### config.mk
export PLATFORM = sky130hd
export DESIGN_NAME = des_round
export DESIGN_NICKNAME = d
export VERILOG_FILES = /design/src/rtl/assert_macros.svh /design/src/rtl/des_pkg.sv /design/src/rtl/des_round.sv
export SDC_FILE = /design/constraint.sdc
export NUM_CORES = 1
export LEC_CHECK = 0
export ABC_AREA = 1
export BUFFER_PORTS_ARGS = -buffer_cell sky130_fd_sc_hd__buf_2
export CELL_PAD_IN_SITES_DETAIL_PLACEMENT = 0
export CELL_PAD_IN_SITES_GLOBAL_PLACEMENT = 2
export CORE_UTILIZATION = 29
export DETAILED_ROUTE_END_ITERATION = 16
export PLACE_DENSITY = 0.87
export SKIP_LAST_GASP = 1
export SYNTH_ARGS = -nofsm -noshare
export SYNTH_HDL_FRONTEND = slang
export SYNTH_SLANG_ARGS = --single-unit
### constraint.sdc
create_clock -name clk -period 0.8 [get_ports clk]
set_input_delay 0.08 -clock clk [delete_from_list [all_inputs] [get_ports clk]]
set_output_delay 0.08 -clock clk [all_outputs]
set_load 0.02 [all_outputs]
### src/rtl/assert_macros.svh
// Assertion macros shared by the DES RTL.
// No dependencies.
`ifndef ASSERT_MACROS_SVH
`define ASSERT_MACROS_SVH
// Implication checked on every clock, disabled in reset.
`define ASSERT_IMPL(label, clk, rst_n, ante, cons, msg) \
    label: assert property (@(posedge clk) disable iff (!rst_n) (ante) |-> (cons)) \
        else $error(msg);
// Next-cycle implication.
`define ASSERT_NEXT(label, clk, rst_n, ante, cons, msg) \
    label: assert property (@(posedge clk) disable iff (!rst_n) (ante) |=> (cons)) \
        else $error(msg);
`endif

### src/rtl/des_pkg.sv
// DES package: permutation tables, S-boxes and round helper functions.
// No dependencies.
package des_pkg;

    localparam int NumRounds = 16;

    typedef logic [63:0] block_t;
    typedef logic [47:0] rkey_t;
    typedef logic [27:0] half28_t;

    // Bit 1 of the standard is the MSB of each word.
    function automatic logic [63:0] perm_ip(input logic [63:0] x);
        logic [7:0] t [64];
        logic [63:0] y;
        t = '{8'd58,8'd50,8'd42,8'd34,8'd26,8'd18,8'd10,8'd2,
              8'd60,8'd52,8'd44,8'd36,8'd28,8'd20,8'd12,8'd4,
              8'd62,8'd54,8'd46,8'd38,8'd30,8'd22,8'd14,8'd6,
              8'd64,8'd56,8'd48,8'd40,8'd32,8'd24,8'd16,8'd8,
              8'd57,8'd49,8'd41,8'd33,8'd25,8'd17,8'd9,8'd1,
              8'd59,8'd51,8'd43,8'd35,8'd27,8'd19,8'd11,8'd3,
              8'd61,8'd53,8'd45,8'd37,8'd29,8'd21,8'd13,8'd5,
              8'd63,8'd55,8'd47,8'd39,8'd31,8'd23,8'd15,8'd7};
        for (int i = 0; i < 64; i++)
            y[63-i] = x[64-int'(t[i])];
        return y;
    endfunction

    function automatic logic [63:0] perm_fp(input logic [63:0] x);
        logic [7:0] t [64];
        logic [63:0] y;
        t = '{8'd40,8'd8,8'd48,8'd16,8'd56,8'd24,8'd64,8'd32,
              8'd39,8'd7,8'd47,8'd15,8'd55,8'd23,8'd63,8'd31,
              8'd38,8'd6,8'd46,8'd14,8'd54,8'd22,8'd62,8'd30,
              8'd37,8'd5,8'd45,8'd13,8'd53,8'd21,8'd61,8'd29,
              8'd36,8'd4,8'd44,8'd12,8'd52,8'd20,8'd60,8'd28,
              8'd35,8'd3,8'd43,8'd11,8'd51,8'd19,8'd59,8'd27,
              8'd34,8'd2,8'd42,8'd10,8'd50,8'd18,8'd58,8'd26,
              8'd33,8'd1,8'd41,8'd9,8'd49,8'd17,8'd57,8'd25};
        for (int i = 0; i < 64; i++)
            y[63-i] = x[64-int'(t[i])];
        return y;
    endfunction

    function automatic logic [55:0] perm_pc1(input logic [63:0] x);
        logic [7:0] t [56];
        logic [55:0] y;
        t = '{8'd57,8'd49,8'd41,8'd33,8'd25,8'd17,8'd9,8'd1,
              8'd58,8'd50,8'd42,8'd34,8'd26,8'd18,8'd10,8'd2,
              8'd59,8'd51,8'd43,8'd35,8'd27,8'd19,8'd11,8'd3,
              8'd60,8'd52,8'd44,8'd36,8'd63,8'd55,8'd47,8'd39,
              8'd31,8'd23,8'd15,8'd7,8'd62,8'd54,8'd46,8'd38,
              8'd30,8'd22,8'd14,8'd6,8'd61,8'd53,8'd45,8'd37,
              8'd29,8'd21,8'd13,8'd5,8'd28,8'd20,8'd12,8'd4};
        for (int i = 0; i < 56; i++)
            y[55-i] = x[64-int'(t[i])];
        return y;
    endfunction

    function automatic rkey_t perm_pc2(input logic [55:0] x);
        logic [7:0] t [48];
        rkey_t y;
        t = '{8'd14,8'd17,8'd11,8'd24,8'd1,8'd5,8'd3,8'd28,8'd15,8'd6,8'd21,8'd10,
              8'd23,8'd19,8'd12,8'd4,8'd26,8'd8,8'd16,8'd7,8'd27,8'd20,8'd13,8'd2,
              8'd41,8'd52,8'd31,8'd37,8'd47,8'd55,8'd30,8'd40,8'd51,8'd45,8'd33,8'd48,
              8'd44,8'd49,8'd39,8'd56,8'd34,8'd53,8'd46,8'd42,8'd50,8'd36,8'd29,8'd32};
        for (int i = 0; i < 48; i++)
            y[47-i] = x[56-int'(t[i])];
        return y;
    endfunction

    // Total left rotation after round n (0-based), from 1,1,2,2,2,2,2,2,1,2,...
    function automatic logic [4:0] rot_total(input logic [3:0] n);
        logic [4:0] t [16];
        t = '{5'd1,5'd2,5'd4,5'd6,5'd8,5'd10,5'd12,5'd14,
              5'd15,5'd17,5'd19,5'd21,5'd23,5'd25,5'd27,5'd28};
        return t[n];
    endfunction

    function automatic half28_t rotl28(input half28_t x, input logic [4:0] s);
        logic [55:0] d;
        d = {x, x} << s;
        return d[55:28];
    endfunction

    function automatic logic [3:0] sbox(input logic [2:0] b, input logic [5:0] six);
        logic [3:0] t [8][64];
        t = '{
         '{4'd14,4'd4,4'd13,4'd1,4'd2,4'd15,4'd11,4'd8,4'd3,4'd10,4'd6,4'd12,4'd5,4'd9,4'd0,4'd7,
           4'd0,4'd15,4'd7,4'd4,4'd14,4'd2,4'd13,4'd1,4'd10,4'd6,4'd12,4'd11,4'd9,4'd5,4'd3,4'd8,
           4'd4,4'd1,4'd14,4'd8,4'd13,4'd6,4'd2,4'd11,4'd15,4'd12,4'd9,4'd7,4'd3,4'd10,4'd5,4'd0,
           4'd15,4'd12,4'd8,4'd2,4'd4,4'd9,4'd1,4'd7,4'd5,4'd11,4'd3,4'd14,4'd10,4'd0,4'd6,4'd13},
         '{4'd15,4'd1,4'd8,4'd14,4'd6,4'd11,4'd3,4'd4,4'd9,4'd7,4'd2,4'd13,4'd12,4'd0,4'd5,4'd10,
           4'd3,4'd13,4'd4,4'd7,4'd15,4'd2,4'd8,4'd14,4'd12,4'd0,4'd1,4'd10,4'd6,4'd9,4'd11,4'd5,
           4'd0,4'd14,4'd7,4'd11,4'd10,4'd4,4'd13,4'd1,4'd5,4'd8,4'd12,4'd6,4'd9,4'd3,4'd2,4'd15,
           4'd13,4'd8,4'd10,4'd1,4'd3,4'd15,4'd4,4'd2,4'd11,4'd6,4'd7,4'd12,4'd0,4'd5,4'd14,4'd9},
         '{4'd10,4'd0,4'd9,4'd14,4'd6,4'd3,4'd15,4'd5,4'd1,4'd13,4'd12,4'd7,4'd11,4'd4,4'd2,4'd8,
           4'd13,4'd7,4'd0,4'd9,4'd3,4'd4,4'd6,4'd10,4'd2,4'd8,4'd5,4'd14,4'd12,4'd11,4'd15,4'd1,
           4'd13,4'd6,4'd4,4'd9,4'd8,4'd15,4'd3,4'd0,4'd11,4'd1,4'd2,4'd12,4'd5,4'd10,4'd14,4'd7,
           4'd1,4'd10,4'd13,4'd0,4'd6,4'd9,4'd8,4'd7,4'd4,4'd15,4'd14,4'd3,4'd11,4'd5,4'd2,4'd12},
         '{4'd7,4'd13,4'd14,4'd3,4'd0,4'd6,4'd9,4'd10,4'd1,4'd2,4'd8,4'd5,4'd11,4'd12,4'd4,4'd15,
           4'd13,4'd8,4'd11,4'd5,4'd6,4'd15,4'd0,4'd3,4'd4,4'd7,4'd2,4'd12,4'd1,4'd10,4'd14,4'd9,
           4'd10,4'd6,4'd9,4'd0,4'd12,4'd11,4'd7,4'd13,4'd15,4'd1,4'd3,4'd14,4'd5,4'd2,4'd8,4'd4,
           4'd3,4'd15,4'd0,4'd6,4'd10,4'd1,4'd13,4'd8,4'd9,4'd4,4'd5,4'd11,4'd12,4'd7,4'd2,4'd14},
         '{4'd2,4'd12,4'd4,4'd1,4'd7,4'd10,4'd11,4'd6,4'd8,4'd5,4'd3,4'd15,4'd13,4'd0,4'd14,4'd9,
           4'd14,4'd11,4'd2,4'd12,4'd4,4'd7,4'd13,4'd1,4'd5,4'd0,4'd15,4'd10,4'd3,4'd9,4'd8,4'd6,
           4'd4,4'd2,4'd1,4'd11,4'd10,4'd13,4'd7,4'd8,4'd15,4'd9,4'd12,4'd5,4'd6,4'd3,4'd0,4'd14,
           4'd11,4'd8,4'd12,4'd7,4'd1,4'd14,4'd2,4'd13,4'd6,4'd15,4'd0,4'd9,4'd10,4'd4,4'd5,4'd3},
         '{4'd12,4'd1,4'd10,4'd15,4'd9,4'd2,4'd6,4'd8,4'd0,4'd13,4'd3,4'd4,4'd14,4'd7,4'd5,4'd11,
           4'd10,4'd15,4'd4,4'd2,4'd7,4'd12,4'd9,4'd5,4'd6,4'd1,4'd13,4'd14,4'd0,4'd11,4'd3,4'd8,
           4'd9,4'd14,4'd15,4'd5,4'd2,4'd8,4'd12,4'd3,4'd7,4'd0,4'd4,4'd10,4'd1,4'd13,4'd11,4'd6,
           4'd4,4'd3,4'd2,4'd12,4'd9,4'd5,4'd15,4'd10,4'd11,4'd14,4'd1,4'd7,4'd6,4'd0,4'd8,4'd13},
         '{4'd4,4'd11,4'd2,4'd14,4'd15,4'd0,4'd8,4'd13,4'd3,4'd12,4'd9,4'd7,4'd5,4'd10,4'd6,4'd1,
           4'd13,4'd0,4'd11,4'd7,4'd4,4'd9,4'd1,4'd10,4'd14,4'd3,4'd5,4'd12,4'd2,4'd15,4'd8,4'd6,
           4'd1,4'd4,4'd11,4'd13,4'd12,4'd3,4'd7,4'd14,4'd10,4'd15,4'd6,4'd8,4'd0,4'd5,4'd9,4'd2,
           4'd6,4'd11,4'd13,4'd8,4'd1,4'd4,4'd10,4'd7,4'd9,4'd5,4'd0,4'd15,4'd14,4'd2,4'd3,4'd12},
         '{4'd13,4'd2,4'd8,4'd4,4'd6,4'd15,4'd11,4'd1,4'd10,4'd9,4'd3,4'd14,4'd5,4'd0,4'd12,4'd7,
           4'd1,4'd15,4'd13,4'd8,4'd10,4'd3,4'd7,4'd4,4'd12,4'd5,4'd6,4'd11,4'd0,4'd14,4'd9,4'd2,
           4'd7,4'd11,4'd4,4'd1,4'd9,4'd12,4'd14,4'd2,4'd0,4'd6,4'd10,4'd13,4'd15,4'd3,4'd5,4'd8,
           4'd2,4'd1,4'd14,4'd7,4'd4,4'd10,4'd8,4'd13,4'd15,4'd12,4'd9,4'd0,4'd3,4'd5,4'd6,4'd11}};
        return t[b][{six[5], six[0], six[4:1]}];
    endfunction

    // Feistel f: E, key mix, S-boxes, P.
    function automatic logic [31:0] feistel(input logic [31:0] r, input rkey_t k);
        logic [7:0] et [48];
        logic [7:0] pt [32];
        logic [47:0] e;
        logic [31:0] s;
        logic [31:0] p;
        et = '{8'd32,8'd1,8'd2,8'd3,8'd4,8'd5,8'd4,8'd5,8'd6,8'd7,8'd8,8'd9,
               8'd8,8'd9,8'd10,8'd11,8'd12,8'd13,8'd12,8'd13,8'd14,8'd15,8'd16,8'd17,
               8'd16,8'd17,8'd18,8'd19,8'd20,8'd21,8'd20,8'd21,8'd22,8'd23,8'd24,8'd25,
               8'd24,8'd25,8'd26,8'd27,8'd28,8'd29,8'd28,8'd29,8'd30,8'd31,8'd32,8'd1};
        pt = '{8'd16,8'd7,8'd20,8'd21,8'd29,8'd12,8'd28,8'd17,
               8'd1,8'd15,8'd23,8'd26,8'd5,8'd18,8'd31,8'd10,
               8'd2,8'd8,8'd24,8'd14,8'd32,8'd27,8'd3,8'd9,
               8'd19,8'd13,8'd30,8'd6,8'd22,8'd11,8'd4,8'd25};
        for (int i = 0; i < 48; i++)
            e[47-i] = r[32-int'(et[i])];
        e = e ^ k;
        for (int j = 0; j < 8; j++)
            s[31-4*j -: 4] = sbox(3'(j), e[47-6*j -: 6]);
        for (int i = 0; i < 32; i++)
            p[31-i] = s[32-int'(pt[i])];
        return p;
    endfunction

endpackage

### src/rtl/des_round.sv
// One DES pipeline stage: a Feistel round with its own round key.
// Depends on des_pkg.
module des_round
    import des_pkg::*;
#(
    parameter int RoundIdx = 0
)
(
    input  logic        clk,
    input  logic        rst_n,
    input  logic        advance,
    input  logic        in_valid,
    input  logic [63:0] in_lr,
    input  logic        in_dec,
    input  half28_t     key_c,
    input  half28_t     key_d,
    output logic        out_valid,
    output logic [63:0] out_lr,
    output logic        out_dec
);
    logic [3:0] rnd_enc;
    logic [3:0] rnd_sel;
    rkey_t      rkey;
    logic       valid_reg;
    logic       dec_reg;
    logic [63:0] lr_reg;
    logic [63:0] lr_next;

    assign rnd_enc = 4'(RoundIdx);
    assign rnd_sel = in_dec ? (4'd15 - rnd_enc) : rnd_enc;
    // Round key from PC1 halves by total rotation, then PC2.
    assign rkey = perm_pc2({rotl28(key_c, rot_total(rnd_sel)),
                            rotl28(key_d, rot_total(rnd_sel))});
    assign lr_next = {in_lr[31:0], in_lr[63:32] ^ feistel(in_lr[31:0], rkey)};

    always_ff @(posedge clk or negedge rst_n)
    begin
        if (!rst_n)
            valid_reg <= 1'b0;
        else if (advance)
            valid_reg <= in_valid;
    end

    always_ff @(posedge clk)
    begin
        if (advance)
        begin
            lr_reg  <= lr_next;
            dec_reg <= in_dec;
        end
    end

    assign out_valid = valid_reg;
    assign out_lr    = lr_reg;
    assign out_dec   = dec_reg;
endmodule
==> flow_results.xml, run 1 <==
<?xml version="1.0" encoding="UTF-8"?>
<metrics>
  <group name="power_and_ir_drop">
    <metric name="p_leak" unit="nW">7.18</metric>
    <metric name="pwr_density_cell" unit="nW/µm²">1410</metric>
    <metric name="irDropWorstVdd" unit="V">0.000914</metric>
  </group>
  <group name="clocking">
    <metric name="cts.clk_slew.worst_paths" unit="ps">60</metric>
    <metric name="cts.htree.levels" unit="">3</metric>
    <metric name="clock_tree_from_tritoncts" unit="">done</metric>
    <metric name="cts_made_buffers" unit="">9</metric>
    <metric name="cts.path.max_buffers" unit="">2</metric>
    <metric name="clock-sinks" unit="">66</metric>
    <metric name="cts-root-buf" unit="">sky130_fd_sc_hd__clkbuf_16</metric>
    <metric name="worstSkewPairLatency" unit="ps">370</metric>
  </group>
  <group name="worst_setup_path">
    <metric name="slowest_stage" unit="">sky130_fd_sc_hd__ha_4</metric>
    <metric name="critPathLaunchType" unit="">primary input</metric>
    <metric name="rr_startpoint" unit="">out_valid$_DFFE_PN0P_</metric>
    <metric name="timing.critical_path.arrival" unit="ps">1650</metric>
    <metric name="crit_path_cell_trace" unit="">buf_12, inv_16, buf_12, nand2_4, nand2_1, nand2_1, nand2_2, ha_4, inv_4, nand2_4, nand3_1, nand3_1, nand3_2, nand3b_1, nand2_1</metric>
    <metric name="endpoint_kind" unit="">register</metric>
    <metric name="crit_top_cell" unit="">sky130_fd_sc_hd__nand2_1</metric>
    <metric name="classification_of_the_worst_setup_path" unit="">primary input to register</metric>
    <metric name="critPathMaxStageDelay" unit="ps">310</metric>
    <metric name="critical_path.top_delay_family" unit="">simple AND/OR/NAND/NOR gates</metric>
    <metric name="ff2ff_setup_slack" unit="ps">20</metric>
    <metric name="r2r_cells" unit="">1</metric>
    <metric name="worst_ep_required_time" unit="ps">920</metric>
    <metric name="crit_fanout" unit="">7</metric>
    <metric name="crit_cells" unit="">15</metric>
    <metric name="timing.critical_path.from" unit="">in_dec</metric>
    <metric name="critPathBufInv" unit="">4</metric>
    <metric name="r2r-end" unit="">out_valid$_DFFE_PN0P_</metric>
    <metric name="worstSetupEndpoint" unit="">out_lr[29]$_DFFE_PP_</metric>
  </group>
  <group name="yosys">
    <metric name="ys.warnings.count" unit="">0</metric>
    <metric name="yosysUniqueCellTypes" unit="">30</metric>
    <metric name="synth_edf_count" unit="">65</metric>
    <metric name="synth_area" unit="µm²">8960</metric>
    <metric name="synthesis.area_per_instance" unit="µm²">5.98</metric>
    <metric name="async_flop_share" unit="">0.0152</metric>
    <metric name="synth_top_flop_cell" unit="">sky130_fd_sc_hd__edfxtp_1</metric>
    <metric name="syn-instance-count" unit="">1499</metric>
    <metric name="ys_seq_elements" unit="">66</metric>
    <metric name="synth.yosys.seq_area_share" unit="">0.221</metric>
    <metric name="postSynthNetCount" unit="">1685</metric>
  </group>
  <group name="global_route">
    <metric name="antenna_found_initial" unit="">3</metric>
    <metric name="largest_net_degree_at_the_start_of_global_routing" unit="">40</metric>
    <metric name="via_count_of_the_first_global_routing_pass" unit="">10300</metric>
    <metric name="global_route_wire_length_before_repair" unit="µm">52200</metric>
    <metric name="groute.usage.overall" unit="">0.211</metric>
    <metric name="grt.overflow.total" unit="">0</metric>
  </group>
  <group name="sta">
    <metric name="min_period" unit="ps">1530</metric>
    <metric name="worst-slew-pin-transition" unit="ps">316</metric>
    <metric name="finClkSkew" unit="ps">0</metric>
    <metric name="max_clock_freq" unit="MHz">656</metric>
    <metric name="relSlewSlack" unit="">0.789</metric>
    <metric name="min_period_over_period" unit="">1.91</metric>
    <metric name="slew_viol_final" unit="">0</metric>
    <metric name="setup_viol_count_final" unit="">98</metric>
    <metric name="fin_hold_viols" unit="">0</metric>
    <metric name="setup_slack" unit="ps">-725</metric>
    <metric name="rsz0062_at_grt" unit="">yes</metric>
    <metric name="totalNegativeSetupSlack" unit="ps">-32980</metric>
  </group>
  <group name="detailed_routing">
    <metric name="vias" unit="">11100</metric>
    <metric name="firstDrtPassIters" unit="">5</metric>
    <metric name="postRouteAntennaNets" unit="">0</metric>
    <metric name="wl" unit="µm">33300</metric>
    <metric name="mean_routed_wirelength_per_cell" unit="µm">14.6</metric>
    <metric name="detail_route.drc_violations" unit="">0</metric>
    <metric name="vias_per_cell" unit="">4.86</metric>
    <metric name="drt_first_iter_violations" unit="">941</metric>
  </group>
  <group name="floorplan">
    <metric name="floorplan.die_area" unit="µm²">31600</metric>
    <metric name="core" unit="µm²">30000</metric>
    <metric name="initial_utilization" unit="">0.298</metric>
    <metric name="num_rows" unit="">63</metric>
    <metric name="boundaryPins" unit="">191</metric>
    <metric name="chipHeight" unit="µm">178</metric>
    <metric name="floorplan.die.width" unit="µm">178</metric>
  </group>
  <group name="placement">
    <metric name="buffer_ports.inserted" unit="">190</metric>
    <metric name="placed_cell_area" unit="µm²">11700</metric>
    <metric name="detailedPlace.worstSlack" unit="ps">-1320</metric>
    <metric name="dp.final_hpwl" unit="µm">25600</metric>
    <metric name="final_gp_congestion" unit="">0.903</metric>
  </group>
  <group name="cells_and_area">
    <metric name="fin_nets" unit="">2066</metric>
    <metric name="post-route-cell-area" unit="µm²">13700</metric>
    <metric name="fillerInstances" unit="">3101</metric>
    <metric name="ratio_of_cells_with_drive_above_1_in_the_final_layout" unit="">0.334</metric>
    <metric name="area_delta_synth_final" unit="%">52.8</metric>
  </group>
  <group name="run_status">
    <metric name="outcome" unit="">complete, but fails checks</metric>
    <metric name="violations" unit="">negative setup slack</metric>
  </group>
  <group name="hold_path">
    <metric name="min-delay-path-class" unit="">primary input to register</metric>
    <metric name="worstHoldStart" unit="">in_lr[35]</metric>
  </group>
  <group name="job">
    <metric name="maxCapViolCount" unit="">0</metric>
  </group>
</metrics>
==> routing by layer <==
metal	track usage	wire (µm)	vias up
li1	-	-	5624
met1	0.270	14900	5047
met2	0.359	15800	341
met3	0.0304	1730	51
met4	0.0755	826	4
met5	0	25	-
==> worst min path at each step <==
stage / end / slack, ps / depth (start not counted)
after CTS: out_lr[29]$_DFFE_PP_ / 0.8 / 3
after detailed placement: out_valid$_DFFE_PN0P_ / -140 / 1
after floorplan: out_valid$_DFFE_PN0P_ / -220 / 0
final: out_lr[3]$_DFFE_PP_ / 20 / 3
after global placement: out_valid$_DFFE_PN0P_ / -150 / 1
after global routing: out_lr[3]$_DFFE_PP_ / 5 / 3
==> report_power, final <==
part	switching, mW	internal [mW]	total (mW)
Sequential	0.177	4.38	4.55
Clock	1.72	2.09	3.80
Combinational	6.38	4.61	11.0
Total	8.27	11.1	19.4
==> area by class of cell <==
class | count | area, µm² | share of cell area
antenna | 1 | 2.50 | 0.000183
clock buffer | 11 | 233 | 0.0170
clock inverter | 5 | 31.3 | 0.00228
inverter | 151 | 607 | 0.0443
multi-input combinational | 1243 | 7000 | 0.511
sequential | 66 | 1980 | 0.144
tap | 390 | 488 | 0.0356
timing repair buffer | 408 | 3340 | 0.244
timing repair inverter | 1 | 5.00 | 0.000366
==> cell families after synthesis <==
family	Yosys count	share of synthesized area
flops	66	0.221
xor+xnor	16	0.0253
simple gates	1126	0.540
fa+ha+maj	61	0.0852
buf+inv	194	0.103
mux	1	0.00126
compound gates	35	0.0244
==> through the flow <==
| step | utilization | power (mW) | cells | hold WS [ps] |
|---|---|---|---|---|
| global placement | 0.390 | 14.0 | 2186 | -146 |
| CTS | 0.437 | 18.7 | 2269 | 0.751 |
| floorplan | - | 10.8 | 1499 | -216 |
| finish | 0.456 | 19.4 | 2276 | 16.4 |
| global route | 0.456 | 20.8 | 2275 | 4.85 |
| detailed placement | 0.390 | 14.0 | 2186 | -141 |
==> cell usage after synthesis, drive strengths merged (2+ instances only) <==
library cell | instances | area share
xor2 | 15 | 0.024
o211ai | 4 | 0.0034
buf | 43 | 0.039
inv | 150 | 0.063
ha | 61 | 0.085
nand3 | 370 | 0.21
edfxtp | 65 | 0.22
nor2 | 8 | 0.0036
nand2 | 724 | 0.31
o21ai | 29 | 0.020
nand3b | 22 | 0.018
a21oi | 2 | 0.0011
==> registers in the layout, summed over array words and instances, names as in the netlist <==
signal	flops
out_dec	1
out_valid	1
out_lr	64
==> placed cells by master, fill, tap and decap left out, types with 11 or more instances in the layout <==
cell type                         n
sky130_fd_sc_hd__inv_1          121
sky130_fd_sc_hd__buf_6           49
sky130_fd_sc_hd__inv_2           20
sky130_fd_sc_hd__nand3b_1        22
sky130_fd_sc_hd__ha_4            11
sky130_fd_sc_hd__nand3_1        313
sky130_fd_sc_hd__buf_2          143
sky130_fd_sc_hd__nand3_2         55
sky130_fd_sc_hd__ha_1            43
sky130_fd_sc_hd__dlygate4sd3_1   50
sky130_fd_sc_hd__edfxtp_1        65
sky130_fd_sc_hd__o21ai_1         18
sky130_fd_sc_hd__nand2_1        601
sky130_fd_sc_hd__buf_4          143
sky130_fd_sc_hd__nand2_4         36
sky130_fd_sc_hd__nand2_2         91
sky130_fd_sc_hd__buf_12          18
==> timing repair <==
action	in CTS	in global routing
resized for setup	112	156
setup buffers	11	3
hold buffers	50	0
endpoints found under the hold margin	49	0
setup endpoints to repair	98	98
pin swaps	23	15
gates cloned	6	3
(Power assumes the default switching activity.)
==> run 2, diff against run 1 <==
Settings changed: PLACE_DENSITY 0.87 to 0.9.
==> flow_results.xml, run 2 (same netlist as run 1, synthesis figures left out) <==
<?xml version="1.0" encoding="UTF-8"?>
<metrics>
  <group name="detailed_routing">
    <metric name="dr.max_layer_used" unit="">met5</metric>
    <metric name="postRouteAntennaNets" unit="">0</metric>
    <metric name="vias_per_cell" unit="">4.91</metric>
    <metric name="dr_wl_met3" unit="µm">1680</metric>
    <metric name="vias" unit="">11400</metric>
    <metric name="wl" unit="µm">35400</metric>
    <metric name="mean_routed_wirelength_per_cell" unit="µm">15.3</metric>
    <metric name="routed_length_on_met1" unit="µm">15500</metric>
    <metric name="firstDrtPassIters" unit="">7</metric>
    <metric name="drt_first_iter_violations" unit="">768</metric>
    <metric name="wl_met2" unit="µm">17400</metric>
    <metric name="detail_route.drc_violations" unit="">0</metric>
  </group>
  <group name="worst_setup_path">
    <metric name="r2r_cells" unit="">1</metric>
    <metric name="worst_ep_required_time" unit="ps">910</metric>
    <metric name="rr_startpoint" unit="">out_valid$_DFFE_PN0P_</metric>
    <metric name="worstSetupEndpoint" unit="">out_lr[18]$_DFFE_PP_</metric>
    <metric name="crit_fanout" unit="">14</metric>
    <metric name="r2r-end" unit="">out_valid$_DFFE_PN0P_</metric>
    <metric name="endpoint_kind" unit="">register</metric>
    <metric name="timing.critical_path.arrival" unit="ps">1600</metric>
    <metric name="crit_path_cell_trace" unit="">buf_16, buf_12, buf_8, o21ai_1, nand2_1, nand2_4, nand3_1, nand3_2, nand2_2, nand2_2, nand2_1, nand2_1, nand2_1</metric>
    <metric name="critPathMaxStageDelay" unit="ps">220</metric>
    <metric name="crit_top_cell" unit="">sky130_fd_sc_hd__nand2_1</metric>
    <metric name="crit_cells" unit="">13</metric>
    <metric name="timing.critical_path.from" unit="">in_dec</metric>
    <metric name="critPathBufInv" unit="">3</metric>
    <metric name="ff2ff_setup_slack" unit="ps">20</metric>
    <metric name="slowest_stage" unit="">sky130_fd_sc_hd__o21ai_1</metric>
    <metric name="critical_path.top_delay_family" unit="">simple AND/OR/NAND/NOR gates</metric>
    <metric name="critPathLaunchType" unit="">primary input</metric>
    <metric name="classification_of_the_worst_setup_path" unit="">primary input to register</metric>
  </group>
  <group name="cells_and_area">
    <metric name="multi_input_gate_area" unit="µm²">8120</metric>
    <metric name="post-route-cell-area" unit="µm²">15300</metric>
    <metric name="fin_nets" unit="">2109</metric>
    <metric name="largest_register_ffs" unit="">64</metric>
    <metric name="fillerInstances" unit="">2908</metric>
    <metric name="ratio_of_cells_with_drive_above_1_in_the_final_layout" unit="">0.449</metric>
    <metric name="highest_count_cells_in_the_layout_ignoring_fill_and_taps" unit="">sky130_fd_sc_hd__nand2_1, sky130_fd_sc_hd__nand3_1, sky130_fd_sc_hd__buf_4</metric>
    <metric name="layout.cells.non_filler" unit="">2318</metric>
    <metric name="register_area" unit="µm²">1980</metric>
    <metric name="layout.cells.most_common" unit="">sky130_fd_sc_hd__nand2_1</metric>
    <metric name="antennaDiodeCount" unit="">0</metric>
    <metric name="area_delta_synth_final" unit="%">71.1</metric>
  </group>
  <group name="floorplan">
    <metric name="boundaryPins" unit="">191</metric>
    <metric name="chipHeight" unit="µm">178</metric>
    <metric name="core" unit="µm²">30000</metric>
    <metric name="floorplan.die_area" unit="µm²">31600</metric>
    <metric name="num_rows" unit="">63</metric>
    <metric name="floorplan.die.width" unit="µm">178</metric>
    <metric name="initial_utilization" unit="">0.298</metric>
  </group>
  <group name="clocking">
    <metric name="clock-sinks" unit="">66</metric>
    <metric name="cts.path.max_buffers" unit="">2</metric>
    <metric name="cts-root-buf" unit="">sky130_fd_sc_hd__clkbuf_16</metric>
    <metric name="cts.htree.levels" unit="">3</metric>
    <metric name="cts.clk_slew.worst_paths" unit="ps">60</metric>
    <metric name="clock_tree_from_tritoncts" unit="">done</metric>
    <metric name="cts_made_buffers" unit="">9</metric>
    <metric name="worstSkewPairLatency" unit="ps">360</metric>
  </group>
  <group name="power_and_ir_drop">
    <metric name="pwr_density_cell" unit="nW/µm²">1410</metric>
    <metric name="irDropWorstVdd" unit="V">0.000857</metric>
    <metric name="p_leak" unit="nW">7.80</metric>
    <metric name="total_power" unit="mW">21.5</metric>
  </group>
  <group name="sta">
    <metric name="rsz0062_at_grt" unit="">yes</metric>
    <metric name="relSlewSlack" unit="">0.757</metric>
    <metric name="setup_slack" unit="ps">-698</metric>
    <metric name="max_clock_freq" unit="MHz">668</metric>
    <metric name="slew_viol_final" unit="">0</metric>
    <metric name="worst-slew-pin-transition" unit="ps">363</metric>
    <metric name="setup_viol_count_final" unit="">98</metric>
    <metric name="min_period_over_period" unit="">1.87</metric>
    <metric name="fin_hold_viols" unit="">0</metric>
    <metric name="finClkSkew" unit="ps">0</metric>
    <metric name="min_period" unit="ps">1500</metric>
  </group>
  <group name="global_route">
    <metric name="global_route_wire_length_before_repair" unit="µm">53500</metric>
    <metric name="via_count_of_the_first_global_routing_pass" unit="">10600</metric>
    <metric name="groute.usage.overall" unit="">0.217</metric>
    <metric name="grt.overflow.total" unit="">0</metric>
    <metric name="largest_net_degree_at_the_start_of_global_routing" unit="">32</metric>
    <metric name="antenna_found_initial" unit="">2</metric>
  </group>
  <group name="run_status">
    <metric name="violations" unit="">negative setup slack</metric>
    <metric name="outcome" unit="">complete, but fails checks</metric>
  </group>
  <group name="placement">
    <metric name="numPlacedInstances" unit="">2202</metric>
    <metric name="placed_cell_area" unit="µm²">11800</metric>
    <metric name="final_gp_congestion" unit="">0.924</metric>
    <metric name="dp.final_hpwl" unit="µm">26200</metric>
    <metric name="buffer_ports.inserted" unit="">190</metric>
  </group>
  <group name="job">
    <metric name="maxCapViolCount" unit="">0</metric>
  </group>
  <group name="hold_path">
    <metric name="min-delay-path-class" unit="">primary input to register</metric>
  </group>
</metrics>
[run 2: cell types whose count changed in the layout (fill, tap and decap cells not counted), moves of 13 or more]
cell                      before  now
sky130_fd_sc_hd__nand2_4      36   68
sky130_fd_sc_hd__nand2_1     601  531
sky130_fd_sc_hd__ha_1         43   29
sky130_fd_sc_hd__buf_6        49   62
sky130_fd_sc_hd__nand3_2      55  139
sky130_fd_sc_hd__nand3_1     313  219
sky130_fd_sc_hd__nand2_2      91  125
sky130_fd_sc_hd__buf_4       143  158
[run 2: area by class of cell]
cell class / instances / share of cell area
Inverter: 151 / 0.0414
Multi-Input combinational cell: 1245 / 0.530
Timing Repair inverter: 4 / 0.00286
Timing Repair Buffer: 446 / 0.244
Clock buffer: 10 / 0.0149
Sequential cell: 66 / 0.129
Tap cell: 390 / 0.0318
Clock inverter: 6 / 0.00587
[run 2: worst min-delay path by stage]
stage              start                    end  slack (ps)  cells after the start
6_report       in_lr[56]   out_lr[24]$_DFFE_PP_          20                      3
5_1_grt        in_lr[56]   out_lr[24]$_DFFE_PP_          20                      3
3_5_place_dp       rst_n  out_valid$_DFFE_PN0P_        -140                      1
2_1_floorplan      rst_n  out_valid$_DFFE_PN0P_        -220                      0
3_3_place_gp       rst_n  out_valid$_DFFE_PN0P_        -150                      1
4_1_cts        in_lr[57]   out_lr[25]$_DFFE_PP_           1                      3
[run 2: where the power goes]
part           total, mW  internal, mW  switching (mW)
sequential          4.55          4.37           0.174
clock               4.51          2.74            1.76
combinational       12.5          5.31            7.19
[run 2: per-layer routing]
metal | vias up | track usage
li1 | 5699 | -
met1 | 5311 | 0.276
met2 | 310 | 0.367
met3 | 57 | 0.0338
met4 | 4 | 0.0787
met5 | - | 0
[run 2: repair_timing]
item | in CTS | in global routing
gates cloned | 12 | 5
hold endpoints to repair | 47 | 0
gates resized for setup | 285 | 275
setup buffers | 23 | 14
setup endpoints to repair | 98 | 98
hold buffers | 48 | 0
pin swaps | 85 | 98
[run 2: per-stage QoR]
| step | worst slack, ps | hold WS [ps] | TNS [ps] | utilization |
|---|---|---|---|---|
| 3_5_place_dp | -1270 | -144 | -38610 | 0.394 |
| 4_1_cts | -699 | 1.46 | -32140 | 0.468 |
| 6_report | -698 | 19.2 | -31380 | 0.511 |
| 5_1_grt | -819 | 24.8 | -36600 | 0.511 |
| 3_3_place_gp | -1250 | -146 | -37650 | 0.394 |
| 2_1_floorplan | -980 | -216 | -29530 | - |
[run 2: tightest hold or removal path, stage by stage]
cell and delay [ps]:
sky130_fd_sc_hd__buf_2 90, sky130_fd_sc_hd__nand2_1 50, sky130_fd_sc_hd__nand2_1 50
